### config.mk
export PLATFORM = sky130hd
export DESIGN_NAME = abim_front
export DESIGN_NICKNAME = d
export VERILOG_FILES = /design/src/design/abim_pkg.sv /design/src/design/abim_front.sv
export SDC_FILE = /design/constraint.sdc
export NUM_CORES = 1
export LEC_CHECK = 0
export BUFFER_PORTS_ARGS = -buffer_cell sky130_fd_sc_hd__buf_4
export CORE_ASPECT_RATIO = 1.25
export CORE_MARGIN = 3
export CORE_UTILIZATION = 55
export CTS_CLUSTER_SIZE = 12
export DETAILED_ROUTE_END_ITERATION = 10
export HOLD_SLACK_MARGIN = 0.03
export PLACE_DENSITY = 0.72
export SLEW_MARGIN = 30
export SYNTH_ARGS = -nofsm -noshare
export SYNTH_HDL_FRONTEND = slang
export SYNTH_SLANG_ARGS = --single-unit
### constraint.sdc
create_clock -name aclk -period 7.6 [get_ports aclk]
set_input_delay 1.14 -clock aclk [delete_from_list [all_inputs] [get_ports aclk]]
set_output_delay 1.14 -clock aclk [all_outputs]
set_load 0.01 [all_outputs]
### src/design/abim_pkg.sv
package abim_pkg;

    // Command codes as they arrive on the input channel
    localparam logic [2:0] CMD_SAMPLE      = 3'd0;
    localparam logic [2:0] CMD_CLEAR_LATCH = 3'd1;
    localparam logic [2:0] CMD_RESTART     = 3'd2;
    localparam logic [2:0] CMD_RESUME      = 3'd3;
    localparam logic [2:0] CMD_RESET_STATS = 3'd4;
    localparam logic [2:0] CMD_READ        = 3'd5;

    // Register indexes on the configuration port (byte address / 4)
    localparam logic [1:0] REG_SAMPLE_INTERVAL = 2'd0;
    localparam logic [1:0] REG_IDLE_THRESHOLD  = 2'd1;
    localparam logic [1:0] REG_BUFFER_ENABLE   = 2'd2;

    localparam logic [15:0] SAMPLE_INTERVAL_RST = 16'd100;

    localparam int RING_DEPTH_DEF = 256;
    localparam int QUEUE_DEPTH    = 4;

    localparam logic [31:0] WINDOW_MS   = 32'd1000;
    localparam logic [15:0] PULSE_CLAMP = 16'hFFFF;

    // now_ms / 1000 == (now_ms * SEC_RECIP) >> SEC_SHIFT for every 32-bit now_ms
    localparam logic [28:0] SEC_RECIP = 29'd274877907;
    localparam int          SEC_SHIFT = 38;
    localparam int          PROD_W    = 61;

    typedef enum logic [2:0] {
        KIND_SAMPLE,
        KIND_CLEAR_LATCH,
        KIND_RESTART,
        KIND_RESUME,
        KIND_RESET_STATS,
        KIND_READ,
        KIND_NOP
    } kind_t;

    typedef struct packed {
        kind_t       kind;
        logic [31:0] now_ms;
        logic [14:0] pulse_count;
        logic [7:0]  entry_index;
        logic [22:0] now_sec;
    } item_t;

    typedef struct packed {
        logic [15:0] min_gap_ms;
        logic        buffer_enabled;
        logic        ring_clear;
    } cfg_t;

    typedef struct packed {
        logic        busy_res;
        logic        activity_latch;
        logic [31:0] idle_ms;
        logic [31:0] longest_idle_ms;
        logic [31:0] active_seconds;
        logic [31:0] idle_seconds;
        logic        entry_valid;
        logic [22:0] entry_second;
        logic [15:0] entry_pulses;
        logic [8:0]  ring_fill;
        logic [7:0]  ring_head;
    } res_t;

endpackage

### src/design/abim_front.sv
module abim_front (
    input  logic               aclk,
    input  logic               aresetn,
    input  logic               s_tvalid,
    output logic               s_tready,
    input  logic [55:0]        s_tdata,
    input  logic [2:0]         s_tuser,
    output logic               f_valid,
    input  logic               f_ready,
    output abim_pkg::item_t    f_item
);
    import abim_pkg::*;

    logic              valid_reg;
    kind_t             kind_reg;
    kind_t             kind_next;
    logic [31:0]       now_reg;
    logic [14:0]       pulse_reg;
    logic [7:0]        index_reg;
    logic [PROD_W-1:0] prod_reg;
    logic [PROD_W-1:0] prod_next;
    logic              s_fire;

    assign s_tready = !valid_reg || f_ready;
    assign s_fire   = s_tvalid && s_tready;

    always_comb begin
        case (s_tuser)
            CMD_SAMPLE:      kind_next = KIND_SAMPLE;
            CMD_CLEAR_LATCH: kind_next = KIND_CLEAR_LATCH;
            CMD_RESTART:     kind_next = KIND_RESTART;
            CMD_RESUME:      kind_next = KIND_RESUME;
            CMD_RESET_STATS: kind_next = KIND_RESET_STATS;
            CMD_READ:        kind_next = KIND_READ;
            default:         kind_next = KIND_NOP;
        endcase
        prod_next = PROD_W'(s_tdata[31:0]) * PROD_W'(SEC_RECIP);
    end

    always_ff @(posedge aclk) begin
        if (!aresetn) begin
            valid_reg <= 1'b0;
        end else if (s_fire) begin
            valid_reg <= 1'b1;
        end else if (f_ready) begin
            valid_reg <= 1'b0;
        end
    end

    always_ff @(posedge aclk) begin
        if (s_fire) begin
            kind_reg  <= kind_next;
            now_reg   <= s_tdata[31:0];
            pulse_reg <= s_tdata[46:32];
            index_reg <= s_tdata[54:47];
            prod_reg  <= prod_next;
        end
    end

    assign f_valid             = valid_reg;
    assign f_item.kind         = kind_reg;
    assign f_item.now_ms       = now_reg;
    assign f_item.pulse_count  = pulse_reg;
    assign f_item.entry_index  = index_reg;
    assign f_item.now_sec      = prod_reg[PROD_W-1:SEC_SHIFT];

endmodule

==> summary.txt <==
Clock Sinks: 82
CP dominant cell by count: fa_1
Slew Limit Fails: 0
Commonest non-fill, non-tap cell in the layout: inv_1
Routed vias: 11.6k
Post-Syn Area: 17000 um2
Worst path max stage delay: 540 ps
CTS tree: yes
Ys async rst share: 0%
CP Data Arrival Time: 7520 ps
Vias per cell: 5.14
Routed wire length: 42.2 mm
Hold Path Stages: 2
Synthesis-stage register bit count: 82
Synth Area in Adders: 63.6%
Mean area per synthesized cell: 10.8 um2
Area delta synth->final: 16.4%
Die Area: 33100 um2
Syn. warnings: 0
Final hold violation count: 0
Ys flop type: edfxtp_1
Syn nets: 2326
Largest cells by area after synthesis: fa_1, ha_1, edfxtp_1
Area after DPL: 19400 um2
DR iter-0 viols: 455
Post-Synthesis Cells: 1577
Maxcap violations: 0
Slew @ Worst Pin: 664 ps
Routed len/inst: 18.8 um
Drt drc: 0
Tmin final: 7400 ps
Design Area, Final: 19800 um2
Global-route wire length before repair: 67.2 mm
Critical Path RT: 7730 ps
Fmax: 135 MHz
Post-layout util: 65.4%
1st-pass router iterations: 5
Most frequent cells in the layout: inv_1, ha_1, fa_1, buf_4, edfxtp_1
Synth Area in Compound Gates: 5.85%
Post-synthesis sequential area ratio: 14.4%
Diode count: 0
Min-delay worst type: flip-flop to flip-flop
CP max FO: 6
Post-synth top area share: 35.1%
Layout cell share with drive strength beyond 1: 16.3%
Crit share post-route: 97.3%
Clock buffer depth: 2
Antenna-violating nets left: 0
Hold WS: 560 ps
Starting density of the core: 56.2%
Post-Synth XOR/XNOR Area: 0.978%
Die Wd: 163 um
Post-synth cell types: 58
Grt total ovfl: 0
Initial antenna violation count: 0
Die height: 203 um
Largest net degree at the start of global routing: 53
Status: finished, final reports clean
DP HPWL: 38.1 mm
Post-synth EDFFs: 81
H-Tree Depth: 3
Nets: 2589
Largest family of logic cells by synthesized area: adder cells
Worst setup margin: 202 ps
Pre-CTS setup slack: -296 ps
Num CTS Buffers: 9
Multiplexer area fraction after synthesis: 0%
GR Util All Layers: 26.7%
# port buffers: 144
Max FFs per register: 32
Routability cong.: 0.937
Most area-hungry cell type in the Yosys netlist: fa_1
CP endpoint kind: flip-flop
Worst Reg-to-Reg Cells: 3
CORE AREA: 30300 um2
Simple-gate share of the synthesized area: 3.32%
CP cell instances: buf_4 -> buf_4 -> ha_1 -> fa_1 -> fa_1 -> inv_1 -> fa_1 -> inv_1 -> fa_1 -> fa_2 -> fa_1 -> inv_1 -> fa_1 -> inv_1 -> ha_1 -> a21oi_1 -> o21ai_1 -> a211o_1 -> o22ai_4 -> nand4_4 -> a311oi_4 -> o21ai_2 -> a31o_1
Critical path class: primary input to flip-flop
CTS root buf: clkbuf_16
Rows: 71
Critical-path top delay cell: fa_1
Clk_lat worst skew: 360 ps
Number of global-route vias before repair: 13.3k
Reg clk slew, reported paths: 80 ps
I/O pin cnt: 146
Max Clock Skew: 13.6 ps
Final setup viols: 0
Startpoint class of the critical path: primary input
Worst rel slew slack: 55.7%
[through the flow]
step / std cells / TNS (ps)
global route: 2246 / -8.62
floorplan: 1577 / 0
detailed placement: 2229 / -1270
finish: 2246 / 0
global placement: 2229 / -901
CTS: 2245 / 0
[worst max-delay path, delay by kind of cell]
kind            cells  cell delay [ps]
compound gates      7             1660
simple gates        1              180
buf+inv             6              540
fa+ha+maj           9             3990
[worst paths after layout]
| check | end | start | slack (ps) |
|---|---|---|---|
| max | prod_reg[60]$_DFFE_PP_ | s_tdata[8] | 200 |
| max reg2reg | now_reg[9]$_DFFE_PP_ | f_valid$_SDFFE_PN0P_ | 5710 |
| min | f_valid$_SDFFE_PN0P_ | f_valid$_SDFFE_PN0P_ | 560 |
| min reg2reg | f_valid$_SDFFE_PN0P_ | f_valid$_SDFFE_PN0P_ | 560 |
[area by class of cell]
| type | count | area [um2] |
|---|---|---|
| Multi-Input combinational cell | 960 | 12600 |
| Clock inverter | 7 | 68.8 |
| Tap cell | 401 | 502 |
| Inverter | 524 | 1970 |
| Sequential cell | 82 | 2450 |
| Clock buffer | 9 | 225 |
| Timing Repair Buffer | 263 | 1990 |
| Fill cell | 2417 | 10500 |
[routing by layer]
metal / track usage [%] / up-vias / wire (um)
met4: 11.8 / 0 / 2220
li1: - / 5480 / -
met1: 29.2 / 5723 / 15200
met3: 3.39 / 102 / 1630
met5: 0 / - / 0
met2: 50.8 / 248 / 23200
[Yosys cell counts (2+ instances only)]
cell,count
nor3b_1,2
nand2_1,33
and4_1,3
inv_1,524
a31o_1,2
o21bai_1,4
o21ai_0,17
nand4_1,7
clkbuf_1,7
a211o_1,4
o2111ai_1,4
a31oi_1,4
nor2_1,11
a21oi_1,45
a211oi_2,2
a21oi_2,2
and3_1,10
buf_2,3
a21boi_0,3
xor2_1,8
ha_1,388
fa_1,298
xnor2_1,11
edfxtp_1,81
nor3_1,7
nand3b_1,2
o21a_1,3
nand3_1,12
and2_1,6
nor2b_1,3
nand2b_1,2
o21ai_2,2
a211oi_1,7
a21o_1,27
o21ai_1,10
[timing repair]
action | 4_1_cts | 5_1_grt
setup endpoints to repair | 0 | 7
hold buffers | 0 | 0
setup buffers | 0 | 1
gates resized for setup | 0 | 11
[logic make-up (layout without fill, tap and decap cells)]
group                    Yosys count  in the layout
adder cells (fa/ha/maj)          686            686
XOR/XNOR                          19             19
AND/OR/NAND/NOR                  107            107
AO/OA/AOI/OAI                    148            148
buffers and inverters            535            803
flip-flops                        82             82
Power is left out: the tool's default activity adds up to more than one toggle a clock period on the data nets, which glitch-free logic cannot reach.
