## src/design/abim_pkg.sv

```systemverilog
package abim_pkg;

    // Command codes as they arrive on the input channel
    localparam logic [2:0] CMD_SAMPLE      = 3'd0;
    localparam logic [2:0] CMD_CLEAR_LATCH = 3'd1;
    localparam logic [2:0] CMD_RESTART     = 3'd2;
    localparam logic [2:0] CMD_RESUME      = 3'd3;
    localparam logic [2:0] CMD_RESET_STATS = 3'd4;
    localparam logic [2:0] CMD_READ        = 3'd5;

    // Register indexes on the configuration port (byte address / 4)
    localparam logic [1:0] REG_SAMPLE_INTERVAL = 2'd0;
    localparam logic [1:0] REG_IDLE_THRESHOLD  = 2'd1;
    localparam logic [1:0] REG_BUFFER_ENABLE   = 2'd2;

    localparam logic [15:0] SAMPLE_INTERVAL_RST = 16'd100;

    localparam int RING_DEPTH_DEF = 256;
    localparam int QUEUE_DEPTH    = 4;

    localparam logic [31:0] WINDOW_MS   = 32'd1000;
    localparam logic [15:0] PULSE_CLAMP = 16'hFFFF;

    // now_ms / 1000 == (now_ms * SEC_RECIP) >> SEC_SHIFT for every 32-bit now_ms
    localparam logic [28:0] SEC_RECIP = 29'd274877907;
    localparam int          SEC_SHIFT = 38;
    localparam int          PROD_W    = 61;

    typedef enum logic [2:0] {
        KIND_SAMPLE,
        KIND_CLEAR_LATCH,
        KIND_RESTART,
        KIND_RESUME,
        KIND_RESET_STATS,
        KIND_READ,
        KIND_NOP
    } kind_t;

    typedef struct packed {
        kind_t       kind;
        logic [31:0] now_ms;
        logic [14:0] pulse_count;
        logic [7:0]  entry_index;
        logic [22:0] now_sec;
    } item_t;

    typedef struct packed {
        logic [15:0] min_gap_ms;
        logic        buffer_enabled;
        logic        ring_clear;
    } cfg_t;

    typedef struct packed {
        logic        busy_res;
        logic        activity_latch;
        logic [31:0] idle_ms;
        logic [31:0] longest_idle_ms;
        logic [31:0] active_seconds;
        logic [31:0] idle_seconds;
        logic        entry_valid;
        logic [22:0] entry_second;
        logic [15:0] entry_pulses;
        logic [8:0]  ring_fill;
        logic [7:0]  ring_head;
    } res_t;

endpackage

```

## src/design/abim_queue.sv

```systemverilog
module abim_queue #(
    parameter int DEPTH = abim_pkg::QUEUE_DEPTH
) (
    input  logic               aclk,
    input  logic               aresetn,
    input  logic               push_valid,
    output logic               push_ready,
    input  abim_pkg::item_t    push_item,
    output logic               pop_valid,
    input  logic               pop_ready,
    output abim_pkg::item_t    pop_item
);
    import abim_pkg::*;

    localparam int PW = (DEPTH > 1) ? $clog2(DEPTH) : 1;
    localparam int CW = $clog2(DEPTH + 1);

    item_t         slot_reg [DEPTH];
    logic [PW-1:0] wr_ptr_reg;
    logic [PW-1:0] rd_ptr_reg;
    logic [CW-1:0] count_reg;
    logic          push;
    logic          pop;

    assign push_ready = count_reg != CW'(DEPTH);
    assign pop_valid  = count_reg != '0;
    assign push       = push_valid && push_ready;
    assign pop        = pop_valid && pop_ready;
    assign pop_item   = slot_reg[rd_ptr_reg];

    always_ff @(posedge aclk) begin
        if (!aresetn) begin
            wr_ptr_reg <= '0;
            rd_ptr_reg <= '0;
            count_reg  <= '0;
        end else begin
            if (push) begin
                wr_ptr_reg <= (wr_ptr_reg == PW'(DEPTH - 1)) ? '0 : wr_ptr_reg + 1'b1;
            end
            if (pop) begin
                rd_ptr_reg <= (rd_ptr_reg == PW'(DEPTH - 1)) ? '0 : rd_ptr_reg + 1'b1;
            end
            if (push && !pop) begin
                count_reg <= count_reg + 1'b1;
            end else if (pop && !push) begin
                count_reg <= count_reg - 1'b1;
            end
        end
    end

    always_ff @(posedge aclk) begin
        if (push) begin
            slot_reg[wr_ptr_reg] <= push_item;
        end
    end

`ifndef NO_ASSERTIONS
    a_count_bound: assert property (@(posedge aclk) disable iff (!aresetn)
        count_reg <= CW'(DEPTH))
        else $error("queue count above depth");
`endif

endmodule

```

## config.mk

```make
export PLATFORM = sky130hd
export DESIGN_NAME = abim_queue
export DESIGN_NICKNAME = d
export VERILOG_FILES = /design/src/design/abim_pkg.sv /design/src/design/abim_queue.sv
export SDC_FILE = /design/constraint.sdc
export NUM_CORES = 1
export LEC_CHECK = 0
export ABC_AREA = 1
export BUFFER_PORTS_ARGS = -buffer_cell sky130_fd_sc_hd__buf_2
export CAP_MARGIN = 10
export CORE_ASPECT_RATIO = 0.8
export CORE_MARGIN = 3
export CORE_UTILIZATION = 61
export DETAILED_ROUTE_END_ITERATION = 10
export HOLD_SLACK_MARGIN = 0.06
export MAX_ROUTING_LAYER = met4
export PLACE_DENSITY = 0.84
export SETUP_SLACK_MARGIN = 0.15
export SLEW_MARGIN = 25
export SYNTH_ARGS = -nofsm -noshare
export SYNTH_HDL_FRONTEND = slang
export SYNTH_SLANG_ARGS = --single-unit
```

## constraint.sdc

```tcl
create_clock -name aclk -period 12 [get_ports aclk]
set_input_delay 0 -clock aclk [delete_from_list [all_inputs] [get_ports aclk]]
set_output_delay 0 -clock aclk [all_outputs]
set_load 0.02 [all_outputs]
```

==> results of run 1 <==
-- repair_timing --
item | 4_1_cts | 5_1_grt
endpoints found under the hold margin | 333 | 0
buffers inserted | 0 | 0
hold buffers | 85 | 0
-- metal layers --
layer | share of wire [%] | vias up | global-route usage [%]
met3 | 9.4 | 60 | 4.51
met2 | 49 | 555 | 41.8
met5 | 0 | - | -
met4 | 2.1 | 0 | 6.37
li1 | - | 3674 | -
met1 | 40 | 4088 | 38.1
-- final timing paths --
kind | start | end | slack, ns | cells after the start
worst max-delay path | flop | pop_item[3] | 8.98 | 5
worst min-delay path | push_item[59] | slot_reg[0][59]$_DFFE_PP_ | 0.21 | 2
worst max register to register | count_reg[0]$_SDFFE_PN0P_ | slot_reg[2][21]$_DFFE_PP_ | 9.34 | 5
worst min register to register | count_reg[0]$_SDFFE_PN0P_ | count_reg[0]$_SDFFE_PN0P_ | 0.51 | 2
-- cell families after synthesis --
| group | after synthesis |
|---|---|
| flops | 333 |
| compound gates | 247 |
| simple gates | 197 |
| buf+inv | 69 |
| fa+ha+maj | 7 |
-- power breakdown --
part | internal (mW) | leakage [nW] | switching [mW] | total, mW
clock network | 0.473 | 0.433 | 0.404 | 0.877
logic | 0.284 | 1.89 | 0.726 | 1.01
registers | 1.42 | 3.04 | 0.0503 | 1.47
total | 2.18 | 5.36 | 1.18 | 3.36
-- metrics by stage --
stage	power (mW)	area, sq um	util, %	std cells	setup slack [ns]
floorplan	2.15	12600	-	853	7.26
global placement	2.42	13500	67.2	1238	9.42
detailed placement	2.44	13500	67.2	1238	9.38
CTS	3.33	15200	75.9	1380	9.02
global route	3.50	15200	76.0	1383	8.86
finish	3.36	15200	76.0	1383	8.98
-- cell type report --
class / instances / share of cell area (%)
antenna: 3 / 0.0493
sequential: 333 / 65.2
timing repair buffer: 258 / 11.4
clock inverter: 19 / 0.576
multi-input combinational: 451 / 14.8
tap: 264 / 2.17
inverter: 17 / 0.502
clock buffer: 38 / 5.27
-- cell usage in the layout, fill, tap and decap left out, drive strengths merged, types with 2 or more instances in the layout --
| cell | instances |
|---|---|
| edfxtp | 324 |
| nor2 | 179 |
| buf | 173 |
| o21ai | 164 |
| dlygate4sd3 | 85 |
| o22ai | 81 |
| clkbuf | 38 |
| clkinv | 18 |
| inv | 17 |
| nand2 | 15 |
| dfxtp | 9 |
| ha | 6 |
| diode | 3 |
| a21oi | 2 |
-- worst max-delay path: cells and delay by family, from the launching register on --
| family | cells | cell delay, ns |
|---|---|---|
| compound gates | 2 | 0.50 |
| buf+inv | 3 | 1.54 |
| flops | 1 | 0.31 |
==> impl_metrics.tcl, run 1 <==
set metrics [dict create \
    ir_worst_vdd_mv 0.180 \
    fin_crit_ns 3.02 \
    wl_per_cell_um 21.5 \
    rsz0062_at_grt "false" \
    synth_seq_cells 333 \
    area_delta_synth_final_pct 21.0 \
    holdWs_ns 0.212 \
    cts_buffers 31 \
    clkSinkCount 333 \
    maxSlewViolCount 0 \
    layout-drive-gt1-share_pct 21.3 \
    detail-route-antenna-nets 0 \
    synth_cells 853 \
    die_area_sq_mm 0.0224 \
    crit_arrival_ns 3.02 \
    grt_pass1_vias 8116 \
    setup_viol 0 \
    synth_top_family_by_area "compound AO/OA/AOI/OAI gates" \
    async_flop_share_pct 0 \
    htree_levels 1 \
    path_class "reg2out" \
    gp_congestion 0.748 \
    synth_area_sq_mm 0.0126 \
    synthTopCellsByCount "324 x edfxtp_1, 159 x nor2_1, 144 x o21ai_0, 81 x o22ai_1" \
    drcViolationCount 0 \
    cts-root-buf "clkbuf_16" \
    critPathLaunchType "flop" \
    powerDensity_mw_per_mm2 221 \
    grt_pass1_wl_um 45800 \
    wirelength_um 29700 \
    cpPeakStageDelay_ns 0.69 \
    grt.overflow.total 0 \
    drtPass1Iterations 5 \
    hp-class "in2reg" \
    synth_cell_types 23 \
    seqCellArea_sq_mm 0.00991 \
    finalSetupTns_ns 0 \
    syn_area_per_cell_sq_um 14.7 \
    largest_register_ffs 324 \
    grt_usage_pct 26.8 \
    synth_nets 945 \
    grt_max_degree 163 \
    via_count 8377 \
    cts_resized 0 \
    yosys-top-cells-area "edfxtp_1 77%, o21ai_0 5.7%, nor2_1 4.7%, o22ai_1 4.0%, dfxtp_1 1.4%" \
    port_buffers 167 \
    timing.critical_path.required_ns 12.00 \
    place_hpwl_um 14400 \
    hold_violations 0 \
    drt_iter0_drc 1046 \
    worstPathCellList "buf_4, clkinv_4, o21ai_1, o22ai_1, buf_2" \
    ys.flop_type "edfxtp_1" \
    multiInputGateArea_sq_mm 0.00226 \
    max-slew-margin-rel_pct 30.0 \
    clkLatencyLatePin_ns 0.55 \
    worstMarginPinSlew_ns 1.05 \
    p_leak_nw 5.36 \
    fill_cells 1124 \
    status "finished, final reports clean" \
    critPathCaptureType "output port" \
    start_util_pct 62.8 \
    crit_path_top_delay_cell "clkinv_4" \
    vias_per_cell 6.06 \
    ys.warnings.count 0 \
    crit_path_max_fanout 82 \
    cap_violations 0 \
    synth-seq-area-share_pct 78.8 \
    max_freq_mhz 331 \
    fin_nets 1184 \
    synth_top_area_cell "edfxtp_1" \
    synth.top_cell.area_share_pct 77.4 \
    cts_tree "built" \
    yosysMostFrequentCell "edfxtp_1" \
    placementRows 46 \
    core_area_sq_mm 0.0200 \
    synth_edf_count 324 \
    synthMuxAreaShare_pct 0 \
    synth-simple-area-share_pct 6.34 \
    cts.clk_slew.worst_paths_ns 0.06 \
    synth_xor_area_share_pct 0 \
    die_x_um 167 \
    io_pins 168 \
    synth_compound_area_share_pct 10.6 \
    antenna_found_initial 3 \
    ctsLongestPathBuffers 3 \
    fp.dieH_um 134 \
    period_share_pct 25.1 \
    finClkSkew_ns 0.0103 \
    synthAdderAreaFrac_pct 0.756 \
]
(Power assumes the default switching activity.)
==> inputs of run 2 (changes only) <==
Settings changed: ABC_AREA 1 to 0, CORE_UTILIZATION 61 to 57, PLACE_DENSITY 0.84 to 0.79.
Clock period 12 ns to 2.9 ns, I/O delays scaled along.
==> impl_metrics.tcl, run 2 <==
set metrics [dict create \
    wirelength_um 23400 \
    io_pins 168 \
    cts_tree "built" \
    via_count 5914 \
    wl_per_cell_um 22.3 \
    synth.top_cell.area_share_pct 80.1 \
    fill_cells 1183 \
    drcViolationCount 0 \
    start_util_pct 58.3 \
    cts.clk_slew.worst_paths_ns 0.06 \
    synth_seq_cells 333 \
    vias_per_cell 5.63 \
    critPathLaunchType "flop" \
    place_hpwl_um 13300 \
    crit_family "compound AO/OA/AOI/OAI gates" \
    grt.overflow.total 0 \
    grt_max_degree 46 \
    cap_violations 0 \
    synth_cell_types 28 \
    max-slew-margin-rel_pct 58.9 \
    htree_levels 1 \
    die_area_sq_mm 0.0231 \
    multiInputGateArea_sq_mm 0.00212 \
    status "finished, final reports clean" \
    yosysMostFrequentCell "edfxtp_1" \
    die_x_um 169 \
    period_share_pct 86.9 \
    max_freq_mhz 397 \
    layout-drive-gt1-share_pct 40.7 \
    grt_pass1_wl_um 35900 \
    cpPeakStageDelay_ns 0.57 \
    area_delta_synth_final_pct 25.7 \
    drt_iter0_drc 526 \
    rsz0062_at_grt "false" \
    syn_area_per_cell_sq_um 25.6 \
    finalNonFillerCells 1050 \
    synth_area_sq_mm 0.0121 \
    synth_cells 474 \
    finClkSkew_ns 0.0162 \
    clkSinkCount 333 \
    cts_buffers 31 \
    crit_path_top_delay_cell "o31ai_1" \
    yosys-top-cells-area "edfxtp_1 80%, mux4_2 15%, dfxtp_1 1.5%, ha_1 0.62%, buf_4 0.49%" \
    placed_cell_area_sq_mm 0.0134 \
    ys.warnings.count 0 \
    timing.critical_path.required_ns 3.37 \
    final_cell_mix "324 x edfxtp_1, 167 x buf_2, 86 x dlygate4sd3_1" \
    grt_pass1_vias 6431 \
    critPathCaptureType "flop" \
    worstPathCellList "o31ai_1, ha_1, inv_1, fa_1, xor2_1, or3_2, a21boi_0" \
    detail-route-antenna-nets 0 \
    cts-root-buf "clkbuf_16" \
    dp.cells 904 \
    placementRows 47 \
    largest_register_ffs 324 \
    stdcell_area_sq_mm 0.0153 \
    fp.dieH_um 137 \
    ys.flop_type "edfxtp_1" \
    hp-class "in2reg" \
    layout_commonest_cell "edfxtp_1" \
    crit_path_max_fanout 5 \
    synth_nets 566 \
    worstMarginPinSlew_ns 0.611 \
    port_buffers 167 \
    finalSetupTns_ns 0 \
    synth-seq-area-share_pct 81.6 \
    cts_resized 0 \
    p_total_mw 13.0 \
    gp_congestion 0.761 \
    clkLatencyLatePin_ns 0.55 \
    ctsLongestPathBuffers 3 \
    fin_crit_ns 2.52 \
    path_class "reg2reg" \
    crit_arrival_ns 2.99 \
    fin_nets 846 \
    seqCellArea_sq_mm 0.00992 \
    maxSlewViolCount 0 \
    crit_buf_inv 1 \
    p_leak_nw 5.20 \
    async_flop_share_pct 0 \
    drtPass1Iterations 5 \
    hold_violations 0 \
    ir_worst_vdd_mv 0.566 \
    antenna_found_initial 2 \
    powerDensity_mw_per_mm2 854 \
    synthTopCellsByCount "324 x edfxtp_1, 81 x mux4_2, 9 x dfxtp_1, 8 x buf_4, 8 x clkbuf_1" \
    setup_viol 0 \
    grt_usage_pct 21.0 \
    core_area_sq_mm 0.0208 \
    synth_top_area_cell "edfxtp_1" \
    synth_edf_count 324 \
]
==> run 2: cell types whose count changed in the layout (fill, tap and decap cells not counted), moves of 5 or more <==
cell      before  now
nor2_1       155    2
o21ai_0      144    3
mux4_2         0   81
o22ai_1       81    0
nor2_2        20    0
o21ai_1       20    1
inv_1         15    3
nand2_1       15    5
buf_12         0    7
clkinv_1      13    8
==> run 2: worst register-to-register path: stages, from the launching register on <==
cell	delay [ns]
dfxtp_1	0.37
o31ai_1	0.57
ha_1	0.30
inv_1	0.06
fa_1	0.38
xor2_1	0.18
or3_2	0.40
a21boi_0	0.17
==> run 2: timing repair <==
action                                  in CTS  in global routing
endpoints found under the hold margin      360                  0
hold buffers                                86                  0
endpoints found under the setup margin       0                  0
setup buffers                                0                  0
==> run 2: final timing paths <==
check / end / slack, ns / startpoint / cells after the start
worst max-delay path: count_reg[2]$_SDFFE_PN0P_ / 0.38 / count_reg[0]$_SDFFE_PN0P_ / 7
worst min-delay path: slot_reg[2][43]$_DFFE_PP_ / 0.20 / push_item[43] / 2
worst max register to register: count_reg[2]$_SDFFE_PN0P_ / 0.38 / count_reg[0]$_SDFFE_PN0P_ / 7
worst min register to register: wr_ptr_reg[1]$_SDFFE_PN0P_ / 0.51 / wr_ptr_reg[1]$_SDFFE_PN0P_ / 2
==> run 2: cells by family after synthesis <==
logic type               share of synthesized area [%]
buffers and inverters                             1.04
multiplexers                                      15.2
flip-flops                                        81.6
AO/OA/AOI/OAI                                    0.288
XOR/XNOR                                         0.144
adder cells (fa/ha/maj)                          0.783
AND/OR/NAND/NOR                                  0.969
==> run 2: area by class of cell <==
cell class | instances | share of cell area [%]
Multi-Input combinational cell | 118 | 13.9
Clock buffer | 35 | 5.18
Inverter | 3 | 0.0738
Timing Repair Buffer | 267 | 12.4
Antenna cell | 2 | 0.0328
Clock inverter | 23 | 1.26
Sequential cell | 333 | 65.0
Tap cell | 269 | 2.20
==> run 2: per-stage QoR <==
stage          utilization, %  hold WS (ns)  setup slack (ns)
2_1_floorplan               -        0.0989             0.696
3_3_place_gp             64.5         0.209             0.601
3_5_place_dp             64.5         0.218             0.419
4_1_cts                  73.3         0.177             0.357
5_1_grt                  73.3         0.199             0.185
6_report                 73.3         0.205             0.380
==> run 2: per-layer routing <==
layer  track usage, %  part of all wire (%)  vias up
met2             34.1                    51      219
li1                 -                     -     2605
met5                -                     0        -
met4             4.36                   1.5        0
met3             4.42                   6.6       31
met1             28.3                    41     3059
==> run 2: power breakdown <==
group / switching [mW] / leakage [nW] / internal (mW)
logic: 1.73 / 1.67 / 1.36
registers: 0.235 / 3.04 / 5.83
clock network: 1.66 / 0.482 / 2.22
